File: config.mk
export PLATFORM = sky130hd
export DESIGN_NAME = ctwc_ram
export DESIGN_NICKNAME = d
export VERILOG_FILES = /design/src/ctwc_ram.sv
export SDC_FILE = /design/constraint.sdc
export NUM_CORES = 1
export LEC_CHECK = 0
export BUFFER_PORTS_ARGS = -buffer_cell sky130_fd_sc_hd__buf_2
export CORE_MARGIN = 1.5
export CORE_UTILIZATION = 45
export CTS_CLUSTER_DIAMETER = 80
export DETAILED_ROUTE_END_ITERATION = 8
export GPL_ROUTABILITY_DRIVEN = 0
export PLACE_DENSITY = 0.65
export SYNTH_ARGS = -nofsm -noshare
export SYNTH_HDL_FRONTEND = slang
export SYNTH_SLANG_ARGS = --single-unit
File: constraint.sdc
create_clock -name clk -period 2.09 [get_ports clk]
set_input_delay 0.1045 -clock clk [delete_from_list [all_inputs] [get_ports clk]]
set_output_delay 0.1045 -clock clk [all_outputs]
set_load 0.1 [all_outputs]
File: src/ctwc_ram.sv
// generic single-write, single-read ram with registered read data
module ctwc_ram #(
  parameter int WIDTH = 8,
  parameter int DEPTH = 16,
  parameter int AW    = (DEPTH > 1) ? $clog2(DEPTH) : 1
) (
  input  logic             clk,
  input  logic             wr_en,
  input  logic [AW-1:0]    wr_addr,
  input  logic [WIDTH-1:0] wr_data,
  input  logic             rd_en,
  input  logic [AW-1:0]    rd_addr,
  output logic [WIDTH-1:0] rd_data
);

  logic [WIDTH-1:0] mem [DEPTH];
  logic [WIDTH-1:0] rd_data_r;

  always_ff @(posedge clk) begin
    if (wr_en) begin
      mem[wr_addr] <= wr_data;
    end
    if (rd_en) begin
      rd_data_r <= mem[rd_addr];
    end
  end

  assign rd_data = rd_data_r;

endmodule

==> results.ini <==
[floorplan]
initial_core_util_pct=46.0
ios=27
dieArea_um2=12300
core_um2=11400
die_height_um=111
die_w_um=111
row_count=39

[clocking]
clock_latency_ps=410
cts_tree=done
clock-root-buffer=clkbuf_16
clkSlewWorstSetupHoldPaths_ps=60
cts_resized=0
postCtsHoldBufs=0
clock-sinks=136
cts_made_buffers=17
cts_setup_buffers=0
clk_path_buf_depth=2
htreeDepth=4

[sta]
setup_viol=0
setup_tns_ps=0
hold_viol=0
slew_headroom_pct=67.1
rsz0062_at_grt=false
skew_ps=10.3
max_freq_mhz=679
report.final.slew_viol_count=0
worst_pin_slew_ps=498
finalWorstSetupSlack_ps=617
period_minus_slack_ps=1470
period_share_pct=70.5

[power_and_ir_drop]
internal_power_mw=4.80
p_sw_share_pct=20.9
finalPower_mw=6.07
leakage_nw=2.09
peakVddDrop_uv=604
p_comb_share_pct=6.1
p_clk_share_pct=43.0
p_seq_share_pct=50.9
p_sw_mw=1.27
p_per_area_nw_per_um2=987

[worst_setup_path]
arrival_ps=1620
crit_path_start=mem[1][5]$_DFFE_PP_
crit_required_ps=2240
crit_fanout=1
critPathKind=reg2reg
r2r_end=rd_data[5]$_DFFE_PP_
worstSetupEndpointType=flip-flop
path_cells=mux4_1 > a22oi_1 > nand2_1
crit_family=multiplexers
cp-start-kind=flip-flop
r2r.worst_path.cells=3
worst_r2r_startpoint=mem[1][5]$_DFFE_PP_
slowest_delay_ps=500
critPathBufInv=0
cp_slowest_cell=mux4_1
regToRegSetupSlack_ps=620

[synthesis]
syn_inst=229
synthesis.area_um2=5230
ys_seq_area_share_pct=78.1
syn-mean-instance-area_um2=22.8
syn-num-nets=248
ys_ff_latch=136
yosys_warnings=0
ys_types=18

[drt]
routed_wl_mm=9.73
firstDrtPassIters=4
ant_nets=0
drcViolationCount=0
wire_per_inst_um=22.1
vias=2462
viasPerCell=5.58
drt_iter0_drc=295

[min_path]
min_path_type=in2reg
holdPathEnd=mem[3][5]$_DFFE_PP_
min-delay-start=wr_data[5]
hold_depth=1

[grt]
grt_max_degree=33
grt_use_total_pct=17.2
grt_pass1_wl_mm=14.7
grt_pass1_vias=2480
overflow=0
antenna_found_initial=1

[finish]
drive_gt1_share_pct=31.2
diodes=0
synthToLayoutAreaGrowth_pct=17.7
final_area_um2=6150
nNetsFinal=304

[flow_run]
maxCapViolCount=0

[placement]
dp_slack_ps=339
place_area_um2=5630
place.port_buffers=26
post-dp-hpwl_mm=6.02

[run_status]
status=completed

[state kept, by name (all words and copies together), names as in the netlist]
register  flops
mem         128
rd_data       8
[logic make-up (layout without fill, tap and decap cells)]
family / after synthesis / count (layout) / share of synthesized area (%)
AO/OA/AOI/OAI: 16 / 16 / 2.30
multiplexers: 32 / 32 / 14.8
AND/OR/NAND/NOR: 35 / 35 / 3.14
buffers and inverters: 10 / 79 / 1.65
flip-flops: 136 / 136 / 78.1
[worst max path at each step]
stage                                 to  slack, ps  cells after the start
global placement    rd_data[4]$_DFFE_PP_        360                      5
floorplan            mem[0][0]$_DFFE_PP_        490                      2
finish              rd_data[5]$_DFFE_PP_        620                      3
CTS                 rd_data[5]$_DFFE_PP_        580                      3
detailed placement  rd_data[5]$_DFFE_PP_        340                      5
global route        rd_data[4]$_DFFE_PP_        510                      3
[through the flow]
| step | std cells | hold WS [ps] | util [%] |
|---|---|---|---|
| finish | 441 | 79.7 | 54.1 |
| CTS | 441 | 67.4 | 54.1 |
| floorplan | 229 | 203 | - |
| detailed placement | 409 | 500 | 49.5 |
| global route | 441 | 78.6 | 54.1 |
| global placement | 409 | 492 | 49.5 |
[layout make-up]
cell class	count	area, µm²
clock buffer	20	437
timing repair buffer	47	313
fill	863	5220
clock inverter	12	85.1
multi-input combinational	83	1060
sequential	136	4080
tap	143	179
[layout by cell type, fill, tap and decap left out]
master / instances
edfxtp_1: 136
buf_2: 26
buf_4: 19
mux4_2: 18
clkbuf_16: 17
a22oi_1: 16
mux4_1: 14
nor2_1: 13
nand2_1: 9
clkinv_2: 8
nor3_1: 4
clkbuf_1: 3
nand3b_1: 2
nand2b_1: 2
clkinv_1: 2
buf_12: 2
nor2b_1: 1
and2_1: 1
and2b_1: 1
nand3_1: 1
or3b_2: 1
clkinvlp_4: 1
bufinv_16: 1
[synthesized netlist by cell type, drive strengths merged]
cell type	number	share of area (%)
edfxtp	136	78
mux4	32	15
nand3	1	0.096
a22oi	16	2.3
buf	7	1.1
nor3	4	0.38
nor2b	1	0.12
or3b	1	0.17
nand3b	2	0.29
nor2	13	0.93
and2b	1	0.14
nand2	9	0.65
nand2b	2	0.24
and2	1	0.12
clkdlybuf4s25	3	0.57
[worst register-to-register path, stage by stage, from the launching register on]
cell and delay, ps:
edfxtp_1 340, mux4_1 500, a22oi_1 280, nand2_1 100
[power by group through the flow]
stage / registers, mW / logic (mW) / clock network, mW
floorplan: 3.24 / 0.155 / 0
global placement: 3.15 / 0.371 / 0
detailed placement: 3.15 / 0.377 / 0
CTS: 3.09 / 0.378 / 2.65
global route: 3.10 / 0.398 / 2.77
finish: 3.09 / 0.371 / 2.61
[routing by layer]
| layer | share of wire, % | vias up | GRT usage (%) |
|---|---|---|---|
| li1 | - | 1090 | - |
| met1 | 45 | 1310 | 23.6 |
| met2 | 51 | 55 | 26.7 |
| met3 | 3.1 | 7 | 4.65 |
| met4 | 1.2 | 0 | 6.67 |
| met5 | 0 | - | 0 |
Note: power is estimated with default switching activity, not from simulation.
